--- config.mk ---
export PLATFORM = sky130hd
export DESIGN_NAME = midpoint_circle_rasterizer_unit
export DESIGN_NICKNAME = d
export VERILOG_FILES = /design/src/design/mcr_pkg.sv /design/src/design/mcr_csr.sv /design/src/design/mcr_seq.sv /design/src/design/mcr_dp.sv /design/src/design/midpoint_circle_rasterizer_unit.sv
export VERILOG_INCLUDE_DIRS = /design/src /design/src/design
export SDC_FILE = /design/constraint.sdc
export NUM_CORES = 2
export LEC_CHECK = 0
export BUFFER_PORTS_ARGS = -buffer_cell sky130_fd_sc_hd__buf_2
export CAP_MARGIN = 10
export CORE_MARGIN = 10
export CORE_UTILIZATION = 47
export CTS_CLUSTER_DIAMETER = 80
export DETAILED_ROUTE_END_ITERATION = 8
export PLACE_DENSITY_LB_ADDON = 0.12
export SLEW_MARGIN = 20
export SYNTH_ARGS = -nofsm -noshare
export SYNTH_HDL_FRONTEND = slang
export SYNTH_SLANG_ARGS = --single-unit
--- constraint.sdc ---
create_clock -name clock -period 7.1 [get_ports clock]
set_input_delay 1.065 -clock clock [delete_from_list [all_inputs] [get_ports clock]]
set_output_delay 1.065 -clock clock [all_outputs]
set_load 0.02 [all_outputs]
--- src/design/assert_macros.svh ---
// Shared assertion forms for the circle rasterizer.
`ifndef ASSERT_MACROS_SVH
`define ASSERT_MACROS_SVH

// Same-cycle implication, checked on the rising clock, off during reset.
`define MCR_ASSERT_IMP(lbl, clk, rst, pre, post) \
   lbl: assert property (@(posedge clk) disable iff (rst) (pre) |-> (post)) \
      else $error("%m: assertion failed");

// Next-cycle implication, checked on the rising clock, off during reset.
`define MCR_ASSERT_NXT(lbl, clk, rst, pre, post) \
   lbl: assert property (@(posedge clk) disable iff (rst) (pre) |=> (post)) \
      else $error("%m: assertion failed");

`endif

--- src/design/mcr_pkg.sv ---
`default_nettype none
package mcr_pkg;

   localparam int unsigned COORD_W  = 12;
   localparam int unsigned RAD_W    = 7;
   localparam int unsigned COLOUR_W = 32;
   localparam int unsigned ADDR_W   = 23;
   localparam int unsigned STRIDE_W = 13;
   localparam int unsigned ERR_W    = 10;
   localparam int unsigned NUM_PTS  = 8;

   localparam logic [RAD_W-1:0]    MAX_RADIUS = 7'd85;
   localparam logic [STRIDE_W-1:0] MAX_STRIDE = 13'd4096;

   // register map, word index = paddr[3:2]
   typedef enum logic [1:0] {
      REG_WIDTH  = 2'd0,
      REG_HEIGHT = 2'd1,
      REG_STRIDE = 2'd2
   } reg_index_type;

   typedef enum logic [1:0] {
      ST_IDLE,
      ST_MUL_CY,
      ST_MUL_R,
      ST_RUN
   } seq_state_type;

   typedef struct packed {
      logic accept;   // capture command
      logic mul_cy;   // multiplier: center_y * stride
      logic mul_r;    // multiplier: radius * stride
      logic emit;     // one loop iteration into the output register
   } seq_ctrl_type;

   typedef struct packed {
      logic out_free;   // output register can take a word
      logic step_last;  // current iteration ends the circle
   } dp_status_type;

   typedef struct packed {
      logic [COORD_W-1:0]  width;
      logic [COORD_W-1:0]  height;
      logic [STRIDE_W-1:0] stride;  // already saturated
   } cfg_type;

endpackage
`default_nettype wire

--- src/design/mcr_csr.sv ---
`default_nettype none
module mcr_csr
   import mcr_pkg::*;
(
   input  wire logic        clock,
   input  wire logic        reset,
   input  wire logic        csr_psel,
   input  wire logic        csr_penable,
   input  wire logic        csr_pwrite,
   input  wire logic [3:0]  csr_paddr,
   input  wire logic [31:0] csr_pwdata,
   output logic [31:0]      csr_prdata,
   output logic             csr_pready,
   output cfg_type          cfg
);

   logic [COORD_W-1:0]  width_ff, width_in;
   logic [COORD_W-1:0]  height_ff, height_in;
   logic [STRIDE_W-1:0] stride_ff, stride_in;
   logic                wr_en;
   reg_index_type       idx;

   assign csr_pready = 1'b1;
   assign wr_en      = csr_psel & csr_penable & csr_pwrite;
   assign idx        = reg_index_type'(csr_paddr[3:2]);

   always_comb begin
      width_in  = width_ff;
      height_in = height_ff;
      stride_in = stride_ff;
      if (wr_en) begin
         case (idx)
            REG_WIDTH:  width_in  = csr_pwdata[COORD_W-1:0];
            REG_HEIGHT: height_in = csr_pwdata[COORD_W-1:0];
            REG_STRIDE: stride_in = csr_pwdata[STRIDE_W-1:0];
            default: ;
         endcase
      end
   end

   always_ff @(posedge clock) begin
      if (reset) begin
         width_ff  <= 12'd640;
         height_ff <= 12'd480;
         stride_ff <= 13'd640;
      end else begin
         width_ff  <= width_in;
         height_ff <= height_in;
         stride_ff <= stride_in;
      end
   end

   always_comb begin
      case (idx)
         REG_WIDTH:  csr_prdata = {20'd0, width_ff};
         REG_HEIGHT: csr_prdata = {20'd0, height_ff};
         REG_STRIDE: csr_prdata = {19'd0, stride_ff};
         default:    csr_prdata = 32'd0;
      endcase
   end

   assign cfg.width  = width_ff;
   assign cfg.height = height_ff;
   assign cfg.stride = (stride_ff > MAX_STRIDE) ? MAX_STRIDE : stride_ff;

endmodule
`default_nettype wire

--- src/design/mcr_seq.sv ---
`default_nettype none
`include "assert_macros.svh"
module mcr_seq
   import mcr_pkg::*;
(
   input  wire logic          clock,
   input  wire logic          reset,
   input  wire logic          req_tvalid,
   input  wire dp_status_type sts,
   output logic               req_tready,
   output seq_ctrl_type       ctrl
);

   seq_state_type st_ff, st_in;

   always_comb begin
      st_in = st_ff;
      case (st_ff)
         ST_IDLE:   if (req_tvalid) st_in = ST_MUL_CY;
         ST_MUL_CY: st_in = ST_MUL_R;
         ST_MUL_R:  st_in = ST_RUN;
         ST_RUN:    if (sts.out_free && sts.step_last) st_in = ST_IDLE;
         default:   st_in = ST_IDLE;
      endcase
   end

   always_ff @(posedge clock) begin
      if (reset) begin
         st_ff <= ST_IDLE;
      end else begin
         st_ff <= st_in;
      end
   end

   always_comb begin
      req_tready  = 1'b0;
      ctrl        = '0;
      case (st_ff)
         ST_IDLE: begin
            req_tready  = 1'b1;
            ctrl.accept = req_tvalid;
         end
         ST_MUL_CY: ctrl.mul_cy = 1'b1;
         ST_MUL_R:  ctrl.mul_r  = 1'b1;
         ST_RUN:    ctrl.emit   = sts.out_free;
         default: ;
      endcase
   end

   // the final iteration always returns the sequencer to idle
   `MCR_ASSERT_NXT(a_last_to_idle, clock, reset,
      (st_ff == ST_RUN) && sts.out_free && sts.step_last, st_ff == ST_IDLE)

endmodule
`default_nettype wire

--- src/design/mcr_dp.sv ---
`default_nettype none
`include "assert_macros.svh"
module mcr_dp
   import mcr_pkg::*;
(
   input  wire logic                         clock,
   input  wire logic                         reset,
   input  wire seq_ctrl_type                 ctrl,
   input  wire cfg_type                      cfg,
   input  wire logic signed [COORD_W-1:0]    req_center_x,
   input  wire logic signed [COORD_W-1:0]    req_center_y,
   input  wire logic [RAD_W-1:0]             req_radius,
   input  wire logic [COLOUR_W-1:0]          req_colour,
   input  wire logic                         rsp_tready,
   output dp_status_type                     sts,
   output logic                              rsp_valid,
   output logic [NUM_PTS*ADDR_W-1:0]         rsp_addrs,
   output logic [NUM_PTS-1:0]                rsp_mask,
   output logic [COLOUR_W-1:0]               rsp_colour,
   output logic                              rsp_last
);

   // command and loop state
   logic signed [COORD_W-1:0] cx_ff, cy_ff;
   logic [COLOUR_W-1:0]       col_ff;
   logic [RAD_W-1:0]          dx_ff, dx_in, dy_ff, dy_in;
   logic signed [ERR_W-1:0]   err_ff, err_in;
   // row offsets, kept modulo 2^ADDR_W
   logic [ADDR_W-1:0]         cys_ff, cys_in, dxs_ff, dxs_in, dys_ff, dys_in;

   // output register
   logic                      ov_ff, ov_in;
   logic [ADDR_W-1:0]         addr_ff [NUM_PTS];
   logic [NUM_PTS-1:0]        mask_ff;
   logic [COLOUR_W-1:0]       ocol_ff;
   logic                      olast_ff;

   logic [RAD_W-1:0]          r_cl;
   logic signed [12:0]        mul_a;
   logic signed [13:0]        mul_b;
   logic signed [26:0]        prod;
   logic [ADDR_W-1:0]         stride23;

   logic signed [13:0]        cx_e, cy_e, dx_e, dy_e;
   logic signed [13:0]        px [NUM_PTS];
   logic signed [13:0]        py [NUM_PTS];
   logic [ADDR_W-1:0]         base [NUM_PTS];
   logic [ADDR_W-1:0]         addr [NUM_PTS];
   logic [NUM_PTS-1:0]        on;

   logic                      err_neg;
   logic signed [8:0]         dy_n, dx_n;
   logic signed [10:0]        dy_w, dx_w, err_w, gain, err_n;

   assign r_cl     = (req_radius > MAX_RADIUS) ? MAX_RADIUS : req_radius;
   assign stride23 = {10'd0, cfg.stride};

   // shared multiplier: center row base, then radius row offset
   assign mul_a = ctrl.mul_r ? $signed({6'd0, dx_ff}) : $signed({cy_ff[COORD_W-1], cy_ff});
   assign mul_b = $signed({1'b0, cfg.stride});
   assign prod  = mul_a * mul_b;

   // eight symmetric points
   assign cx_e = {{2{cx_ff[COORD_W-1]}}, cx_ff};
   assign cy_e = {{2{cy_ff[COORD_W-1]}}, cy_ff};
   assign dx_e = $signed({7'd0, dx_ff});
   assign dy_e = $signed({7'd0, dy_ff});

   always_comb begin
      px[0] = cx_e + dx_e;  py[0] = cy_e + dy_e;  base[0] = cys_ff + dys_ff;
      px[1] = cx_e - dx_e;  py[1] = cy_e + dy_e;  base[1] = cys_ff + dys_ff;
      px[2] = cx_e + dx_e;  py[2] = cy_e - dy_e;  base[2] = cys_ff - dys_ff;
      px[3] = cx_e - dx_e;  py[3] = cy_e - dy_e;  base[3] = cys_ff - dys_ff;
      px[4] = cx_e + dy_e;  py[4] = cy_e + dx_e;  base[4] = cys_ff + dxs_ff;
      px[5] = cx_e - dy_e;  py[5] = cy_e + dx_e;  base[5] = cys_ff + dxs_ff;
      px[6] = cx_e + dy_e;  py[6] = cy_e - dx_e;  base[6] = cys_ff - dxs_ff;
      px[7] = cx_e - dy_e;  py[7] = cy_e - dx_e;  base[7] = cys_ff - dxs_ff;
      for (int i = 0; i < NUM_PTS; i++) begin
         on[i] = !px[i][13] && !py[i][13] &&
                 (px[i][12:0] < {1'b0, cfg.width}) &&
                 (py[i][12:0] < {1'b0, cfg.height});
         addr[i] = on[i] ? (base[i] + {10'd0, px[i][12:0]}) : '0;
      end
   end

   // midpoint step
   assign err_neg = err_ff[ERR_W-1];
   assign dy_n    = $signed({2'b00, dy_ff}) + 9'sd1;
   assign dx_n    = err_neg ? $signed({2'b00, dx_ff}) : $signed({2'b00, dx_ff}) - 9'sd1;
   assign dy_w    = {{2{dy_n[8]}}, dy_n};
   assign dx_w    = {{2{dx_n[8]}}, dx_n};
   assign err_w   = {err_ff[ERR_W-1], err_ff};
   assign gain    = err_neg ? ((dy_w <<< 1) + 11'sd1) : (((dy_w - dx_w) <<< 1) + 11'sd1);
   assign err_n   = err_w + gain;

   assign sts.step_last = dx_n < dy_n;
   assign sts.out_free  = !ov_ff || rsp_tready;

   always_comb begin
      dx_in  = dx_ff;
      dy_in  = dy_ff;
      err_in = err_ff;
      cys_in = cys_ff;
      dxs_in = dxs_ff;
      dys_in = dys_ff;
      if (ctrl.accept) begin
         dx_in  = r_cl;
         dy_in  = '0;
         err_in = 10'sd1 - $signed({3'd0, r_cl});
         dys_in = '0;
      end else if (ctrl.mul_cy) begin
         cys_in = prod[ADDR_W-1:0];
      end else if (ctrl.mul_r) begin
         dxs_in = prod[ADDR_W-1:0];
      end else if (ctrl.emit) begin
         dx_in  = dx_n[RAD_W-1:0];
         dy_in  = dy_n[RAD_W-1:0];
         err_in = err_n[ERR_W-1:0];
         dys_in = dys_ff + stride23;
         dxs_in = err_neg ? dxs_ff : (dxs_ff - stride23);
      end
   end

   always_comb begin
      ov_in = ov_ff;
      if (ctrl.emit) ov_in = 1'b1;
      else if (rsp_tready) ov_in = 1'b0;
   end

   always_ff @(posedge clock) begin
      if (reset) begin
         dx_ff  <= '0;
         dy_ff  <= '0;
         err_ff <= '0;
         ov_ff  <= 1'b0;
      end else begin
         dx_ff  <= dx_in;
         dy_ff  <= dy_in;
         err_ff <= err_in;
         ov_ff  <= ov_in;
      end
   end

   always_ff @(posedge clock) begin
      cys_ff <= cys_in;
      dxs_ff <= dxs_in;
      dys_ff <= dys_in;
      if (ctrl.accept) begin
         cx_ff  <= req_center_x;
         cy_ff  <= req_center_y;
         col_ff <= req_colour;
      end
      if (ctrl.emit) begin
         for (int i = 0; i < NUM_PTS; i++) addr_ff[i] <= addr[i];
         mask_ff  <= on;
         ocol_ff  <= col_ff;
         olast_ff <= sts.step_last;
      end
   end

   always_comb begin
      for (int i = 0; i < NUM_PTS; i++) rsp_addrs[i*ADDR_W +: ADDR_W] = addr_ff[i];
   end

   assign rsp_valid  = ov_ff;
   assign rsp_mask   = mask_ff;
   assign rsp_colour = ocol_ff;
   assign rsp_last   = olast_ff;

   // incremental row offsets must track dy*stride and dx*stride
   `MCR_ASSERT_IMP(a_dys_track, clock, reset, ctrl.emit,
      dys_ff == (23'(dy_ff) * 23'(cfg.stride)))
   `MCR_ASSERT_IMP(a_dxs_track, clock, reset, ctrl.emit,
      dxs_ff == (23'(dx_ff) * 23'(cfg.stride)))

endmodule
`default_nettype wire

--- src/design/midpoint_circle_rasterizer_unit.sv ---
// Midpoint circle rasterizer.
// req_ channel: one word per circle command (center, radius, colour).
// rsp_ channel: one word per loop iteration with eight symmetric pixel
//   addresses (y*stride + x), an on-screen mask, the colour, and tlast
//   on the final iteration. Addresses of clipped points read as zero.
// csr_ port: screen width, screen height, line stride at 0x0, 0x4, 0x8.
//   Write only while idle. Stride above 4096 is saturated.
// Flow: after a command word is taken, the sequencer runs the shared
//   multiplier in ST_MUL_CY (center row base), then ST_MUL_R (radius row
//   offset); then one result word per cycle unless rsp_tready stalls, about
//   radius/1.41 + 1 words, at most 64 (radius is clamped to 85).
//   req_tready is high only while the sequencer is idle.
// The output register decouples the sides: a rsp_tready stall freezes
//   the loop; the last word may still wait while the next command enters.
// Reset (synchronous): sequencer idle, output empty, registers back to
//   640 x 480 with stride 640.
`default_nettype none
module midpoint_circle_rasterizer_unit
   import mcr_pkg::*;
(
   input  wire logic         clock,
   input  wire logic         reset,
   // command: [11:0] center_x, [23:12] center_y, [30:24] radius, [62:31] colour
   input  wire logic         req_tvalid,
   output logic              req_tready,
   input  wire logic [63:0]  req_tdata,
   // result: [183:0] addr_px_py..addr_my_mx (23 b each, low first),
   //         [191:184] onscreen_mask, [223:192] pixel_colour
   output logic              rsp_tvalid,
   input  wire logic         rsp_tready,
   output logic [223:0]      rsp_tdata,
   output logic              rsp_tlast,
   // configuration
   input  wire logic         csr_psel,
   input  wire logic         csr_penable,
   input  wire logic         csr_pwrite,
   input  wire logic [3:0]   csr_paddr,
   input  wire logic [31:0]  csr_pwdata,
   output logic [31:0]       csr_prdata,
   output logic              csr_pready
);

   cfg_type                   cfg;
   seq_ctrl_type              ctrl;
   dp_status_type             sts;
   logic [NUM_PTS*ADDR_W-1:0] addrs;
   logic [NUM_PTS-1:0]        mask;
   logic [COLOUR_W-1:0]       colour;

   mcr_csr u_csr (
      .clock       (clock),
      .reset       (reset),
      .csr_psel    (csr_psel),
      .csr_penable (csr_penable),
      .csr_pwrite  (csr_pwrite),
      .csr_paddr   (csr_paddr),
      .csr_pwdata  (csr_pwdata),
      .csr_prdata  (csr_prdata),
      .csr_pready  (csr_pready),
      .cfg         (cfg)
   );

   mcr_seq u_seq (
      .clock      (clock),
      .reset      (reset),
      .req_tvalid (req_tvalid),
      .sts        (sts),
      .req_tready (req_tready),
      .ctrl       (ctrl)
   );

   // tdata bit 63 is padding
   mcr_dp u_dp (
      .clock        (clock),
      .reset        (reset),
      .ctrl         (ctrl),
      .cfg          (cfg),
      .req_center_x ($signed(req_tdata[11:0])),
      .req_center_y ($signed(req_tdata[23:12])),
      .req_radius   (req_tdata[30:24]),
      .req_colour   (req_tdata[62:31]),
      .rsp_tready   (rsp_tready),
      .sts          (sts),
      .rsp_valid    (rsp_tvalid),
      .rsp_addrs    (addrs),
      .rsp_mask     (mask),
      .rsp_colour   (colour),
      .rsp_last     (rsp_tlast)
   );

   assign rsp_tdata = {colour, mask, addrs};

endmodule
`default_nettype wire
==> out/qor.json <==
{
  "initial_utilization": {"value": 47.4, "unit": "%"},
  "die_w": {"value": 302, "unit": "um"},
  "design.die.area": {"value": 0.0912, "unit": "mm^2"},
  "cp_data_required_time": {"value": 7.45, "unit": "ns"},
  "synthesis.instances": {"value": 4079},
  "hold_class": {"value": "reg -> reg"},
  "synth.cell_area": {"value": 0.0374, "unit": "mm^2"},
  "design_power_total": {"value": 0.0230, "unit": "W"},
  "floorplan.rows": {"value": 103},
  "detailroute.via_count": {"value": 30200},
  "area_of_combinational_cells_with_multiple_inputs": {"value": 0.0239, "unit": "mm^2"},
  "crit_path_start_kind": {"value": "flop"},
  "synth_warnings": {"value": 0},
  "final_core_utilization": {"value": 53.4, "unit": "%"},
  "groute.usage.overall": {"value": 23.9, "unit": "%"},
  "max_ir_drop_vdd": {"value": 329, "unit": "uV"},
  "rsz0062_at_grt": {"value": "no"},
  "drt_first_iter_violations": {"value": 2206},
  "slew_headroom": {"value": 26.3, "unit": "%"},
  "synth.top_cell.area_share": {"value": 26.3, "unit": "%"},
  "numClockSinks": {"value": 414},
  "drt_pass1_iterations": {"value": 5},
  "cp_slowest_stage_delay": {"value": 0.53, "unit": "ns"},
  "insertedDiodeCount": {"value": 0},
  "period_share": {"value": 94.7, "unit": "%"},
  "setup_cp_type": {"value": "reg -> reg"},
  "setup-tns-final": {"value": 0, "unit": "ns"},
  "path_clk_slew": {"value": 0.06, "unit": "ns"},
  "final.fill_count": {"value": 7498},
  "io_buffer_count": {"value": 324},
  "postRouteWirelength": {"value": 111000, "unit": "um"},
  "finClkSkew": {"value": 0.0240, "unit": "ns"},
  "wl_per_cell": {"value": 20.2, "unit": "um"},
  "timing.final.hold_violations": {"value": 0},
  "htreeDepth": {"value": 2},
  "num-nets-final": {"value": 5113},
  "postSynthRegisterBits": {"value": 414},
  "area_delta_synth_final": {"value": 12.7, "unit": "%"},
  "synth_cell_type_count": {"value": 98},
  "avgSynthCellArea": {"value": 9.16, "unit": "um^2"},
  "die_h": {"value": 302, "unit": "um"},
  "cts_root_buf": {"value": "sky130_fd_sc_hd__clkbuf_16"},
  "setup_viol": {"value": 0},
  "first_global_vias": {"value": 29400},
  "clk_latency": {"value": 0.63, "unit": "ns"},
  "timing.fmax": {"value": 0.149, "unit": "GHz"},
  "timing.max_cap.violations": {"value": 0},
  "grt-ovfl-total": {"value": 0},
  "status": {"value": "finished, final reports clean"},
  "worst_setup_path_end_kind": {"value": "flop"},
  "post_route_cells_drive_above_1_share": {"value": 12.6, "unit": "%"},
  "grt_max_degree": {"value": 152},
  "io-pin-count": {"value": 367},
  "gp_routability_congestion": {"value": 0.906},
  "ant_nets": {"value": 0},
  "antenna_found_initial": {"value": 1},
  "drv_slew": {"value": 0},
  "leakagePower": {"value": 18.1, "unit": "nW"},
  "post-cts-setup-buffers": {"value": 0},
  "synthDominantAreaCellType": {"value": "sky130_fd_sc_hd__edfxtp_1"},
  "ys_top_cells_by_area": {"value": "sky130_fd_sc_hd__edfxtp_1 26%, sky130_fd_sc_hd__ha_1 15%, sky130_fd_sc_hd__fa_1 7.7%"},
  "clock_tree_from_tritoncts": {"value": "done"},
  "post-route-min-period": {"value": 6.72, "unit": "ns"},
  "place.detailed.hpwl": {"value": 90400, "unit": "um"},
  "critPathMaxFanout": {"value": 19},
  "max_slew.worst_pin.slew": {"value": 1.10, "unit": "ns"},
  "core": {"value": 0.0789, "unit": "mm^2"},
  "worst_ep_arrival_time": {"value": 7.07, "unit": "ns"},
  "cts_hold_buf": {"value": 0},
  "cts_made_buffers": {"value": 51},
  "maximum_buffer_depth_of_the_clock_tree": {"value": 3},
  "synth-seq-area-share": {"value": 30.9, "unit": "%"},
  "global_route_wire_length_before_repair": {"value": 171000, "unit": "um"},
  "synthArstFlopShare": {"value": 0, "unit": "%"},
  "power_per_cell_area": {"value": 547, "unit": "mW/mm^2"},
  "final-seq-area": {"value": 0.0116, "unit": "mm^2"},
  "route.detailed.vias_per_inst": {"value": 5.50},
  "drc": {"value": 0},
  "synth_enable_flop_cells": {"value": 327},
  "path_buf_inv": {"value": 8},
  "crit_top_cell": {"value": "sky130_fd_sc_hd__inv_1"},
  "cp_slowest_cell": {"value": "sky130_fd_sc_hd__fa_1"},
  "critical-path-top-delay-family": {"value": "adder cells"},
  "main_synth_ff_type": {"value": "sky130_fd_sc_hd__edfxtp_1"},
  "post_cts.resized_instances": {"value": 0}
}
==> synth_stat cells (56+ instances only) <==
master	instances
sky130_fd_sc_hd__nand2b_1	57
sky130_fd_sc_hd__nor3_1	114
sky130_fd_sc_hd__a21oi_1	259
sky130_fd_sc_hd__nand3_1	69
sky130_fd_sc_hd__xnor2_1	241
sky130_fd_sc_hd__o21a_1	56
sky130_fd_sc_hd__a21o_1	77
sky130_fd_sc_hd__nor2b_1	60
sky130_fd_sc_hd__edfxtp_1	327
sky130_fd_sc_hd__fa_1	144
sky130_fd_sc_hd__nand2_1	380
sky130_fd_sc_hd__o21ai_0	156
sky130_fd_sc_hd__nor2_1	427
sky130_fd_sc_hd__inv_1	355
sky130_fd_sc_hd__ha_1	459
sky130_fd_sc_hd__xor2_1	114
sky130_fd_sc_hd__dfxtp_1	87
sky130_fd_sc_hd__clkbuf_1	98
==> path summary, 6_finish.rpt <==
path | startpoint | endpoint | slack, ns | depth (start not counted)
worst min-delay path | u_dp.col_ff[23]$_DFFE_PP_ | u_dp.rsp_colour[23]$_DFFE_PP_ | 0.42 | 0
worst max-delay path | u_seq.st_ff[0]$_SDFFE_PP0P_ | u_dp.cys_ff[22]$_DFFE_PP_ | 0.38 | 26
worst min register to register | u_dp.col_ff[23]$_DFFE_PP_ | u_dp.rsp_colour[23]$_DFFE_PP_ | 0.42 | 0
worst max register to register | u_seq.st_ff[0]$_SDFFE_PP0P_ | u_dp.cys_ff[22]$_DFFE_PP_ | 0.38 | 26
==> cells in the final DEF (no fill, tap or decap), types with 74 or more instances in the layout <==
cell	count
sky130_fd_sc_hd__dfxtp_1	87
sky130_fd_sc_hd__xnor2_1	239
sky130_fd_sc_hd__o21ai_0	156
sky130_fd_sc_hd__nor2_1	427
sky130_fd_sc_hd__nor3_1	113
sky130_fd_sc_hd__a21o_1	77
sky130_fd_sc_hd__inv_1	353
sky130_fd_sc_hd__ha_1	458
sky130_fd_sc_hd__buf_4	74
sky130_fd_sc_hd__xor2_1	114
sky130_fd_sc_hd__fa_1	144
sky130_fd_sc_hd__a21oi_1	259
sky130_fd_sc_hd__edfxtp_1	327
sky130_fd_sc_hd__buf_2	324
sky130_fd_sc_hd__nand2_1	380
==> logic make-up (layout without fill, tap and decap cells) <==
group	after synthesis	after routing	share of synthesized area (%)
buffers and inverters	517	861	5.47
multiplexers	34	34	0.944
other	2	20	0.0201
flip-flops	414	414	30.9
AND/OR/NAND/NOR	1311	1311	16.4
adder cells (fa/ha/maj)	603	603	23.1
AO/OA/AOI/OAI	843	843	14.9
XOR/XNOR	355	355	8.32
==> power by group <==
group / internal, W / switching (W)
Clock: 0.00159 / 0.00112
Combinational: 0.00663 / 0.0101
Sequential: 0.00326 / 0.000378
Total: 0.0115 / 0.0116
==> per-stage QoR <==
step	cell area (um^2)	hold WS, ns	instances	setup slack, ns
after global placement	40400	0.400	5400	0.370
after detailed placement	40400	0.405	5400	0.287
after floorplan	37400	0.400	4097	0.320
final	42100	0.416	5491	0.377
after CTS	42100	0.418	5491	0.284
after global routing	42100	0.428	5491	0.0274
==> worst register-to-register path, stage by stage, from the launching register on <==
cell                       delay [ns]
sky130_fd_sc_hd__dfxtp_1         0.34
sky130_fd_sc_hd__inv_1           0.09
sky130_fd_sc_hd__ha_2            0.22
sky130_fd_sc_hd__buf_6           0.23
sky130_fd_sc_hd__mux2i_1         0.23
sky130_fd_sc_hd__buf_4           0.23
sky130_fd_sc_hd__nor2_1          0.08
sky130_fd_sc_hd__fa_1            0.49
sky130_fd_sc_hd__inv_1           0.05
sky130_fd_sc_hd__fa_1            0.47
sky130_fd_sc_hd__inv_1           0.05
sky130_fd_sc_hd__fa_1            0.50
sky130_fd_sc_hd__inv_1           0.06
sky130_fd_sc_hd__fa_1            0.53
sky130_fd_sc_hd__inv_1           0.05
sky130_fd_sc_hd__fa_1            0.43
sky130_fd_sc_hd__ha_1            0.29
sky130_fd_sc_hd__ha_1            0.30
sky130_fd_sc_hd__inv_1           0.08
sky130_fd_sc_hd__o21bai_1        0.10
sky130_fd_sc_hd__o31a_1          0.27
sky130_fd_sc_hd__o41a_1          0.40
sky130_fd_sc_hd__a2111o_1        0.41
sky130_fd_sc_hd__a21oi_1         0.15
sky130_fd_sc_hd__o21bai_1        0.11
sky130_fd_sc_hd__xnor2_2         0.16
sky130_fd_sc_hd__xor2_1          0.16
==> layer usage <==
metal  track usage [%]  vias to the layer above  part of all wire [%]
met5                 0                        -                     0
met4              7.32                        0                   3.2
met3              3.46                      147                   5.5
met2              39.4                      788                    47
met1              32.0                    14400                    45
li1                  -                    14800                     -
==> registers in the layout (all words and copies together) (netlist names), 8 cells and up <==
signal           cells
u_dp.addr_ff       184
u_dp.col_ff         32
u_dp.rsp_colour     32
u_dp.cys_ff         23
u_dp.dxs_ff         23
u_dp.dys_ff         23
u_csr.stride_ff     13
u_csr.height_ff     12
u_csr.width_ff      12
u_dp.cx_ff          12
u_dp.cy_ff          12
u_dp.err_ff         10
u_dp.rsp_mask        8
==> cell type report <==
type                            instances  area share [%]
Clock inverter                         26           0.835
Timing Repair Buffer                  402            5.34
Multi-Input combinational cell       3166            56.7
Tap cell                             1050            3.12
Inverter                              368            3.30
Clock buffer                           65            3.30
Sequential cell                       414            27.4
Note: power is estimated with default switching activity, not from simulation.
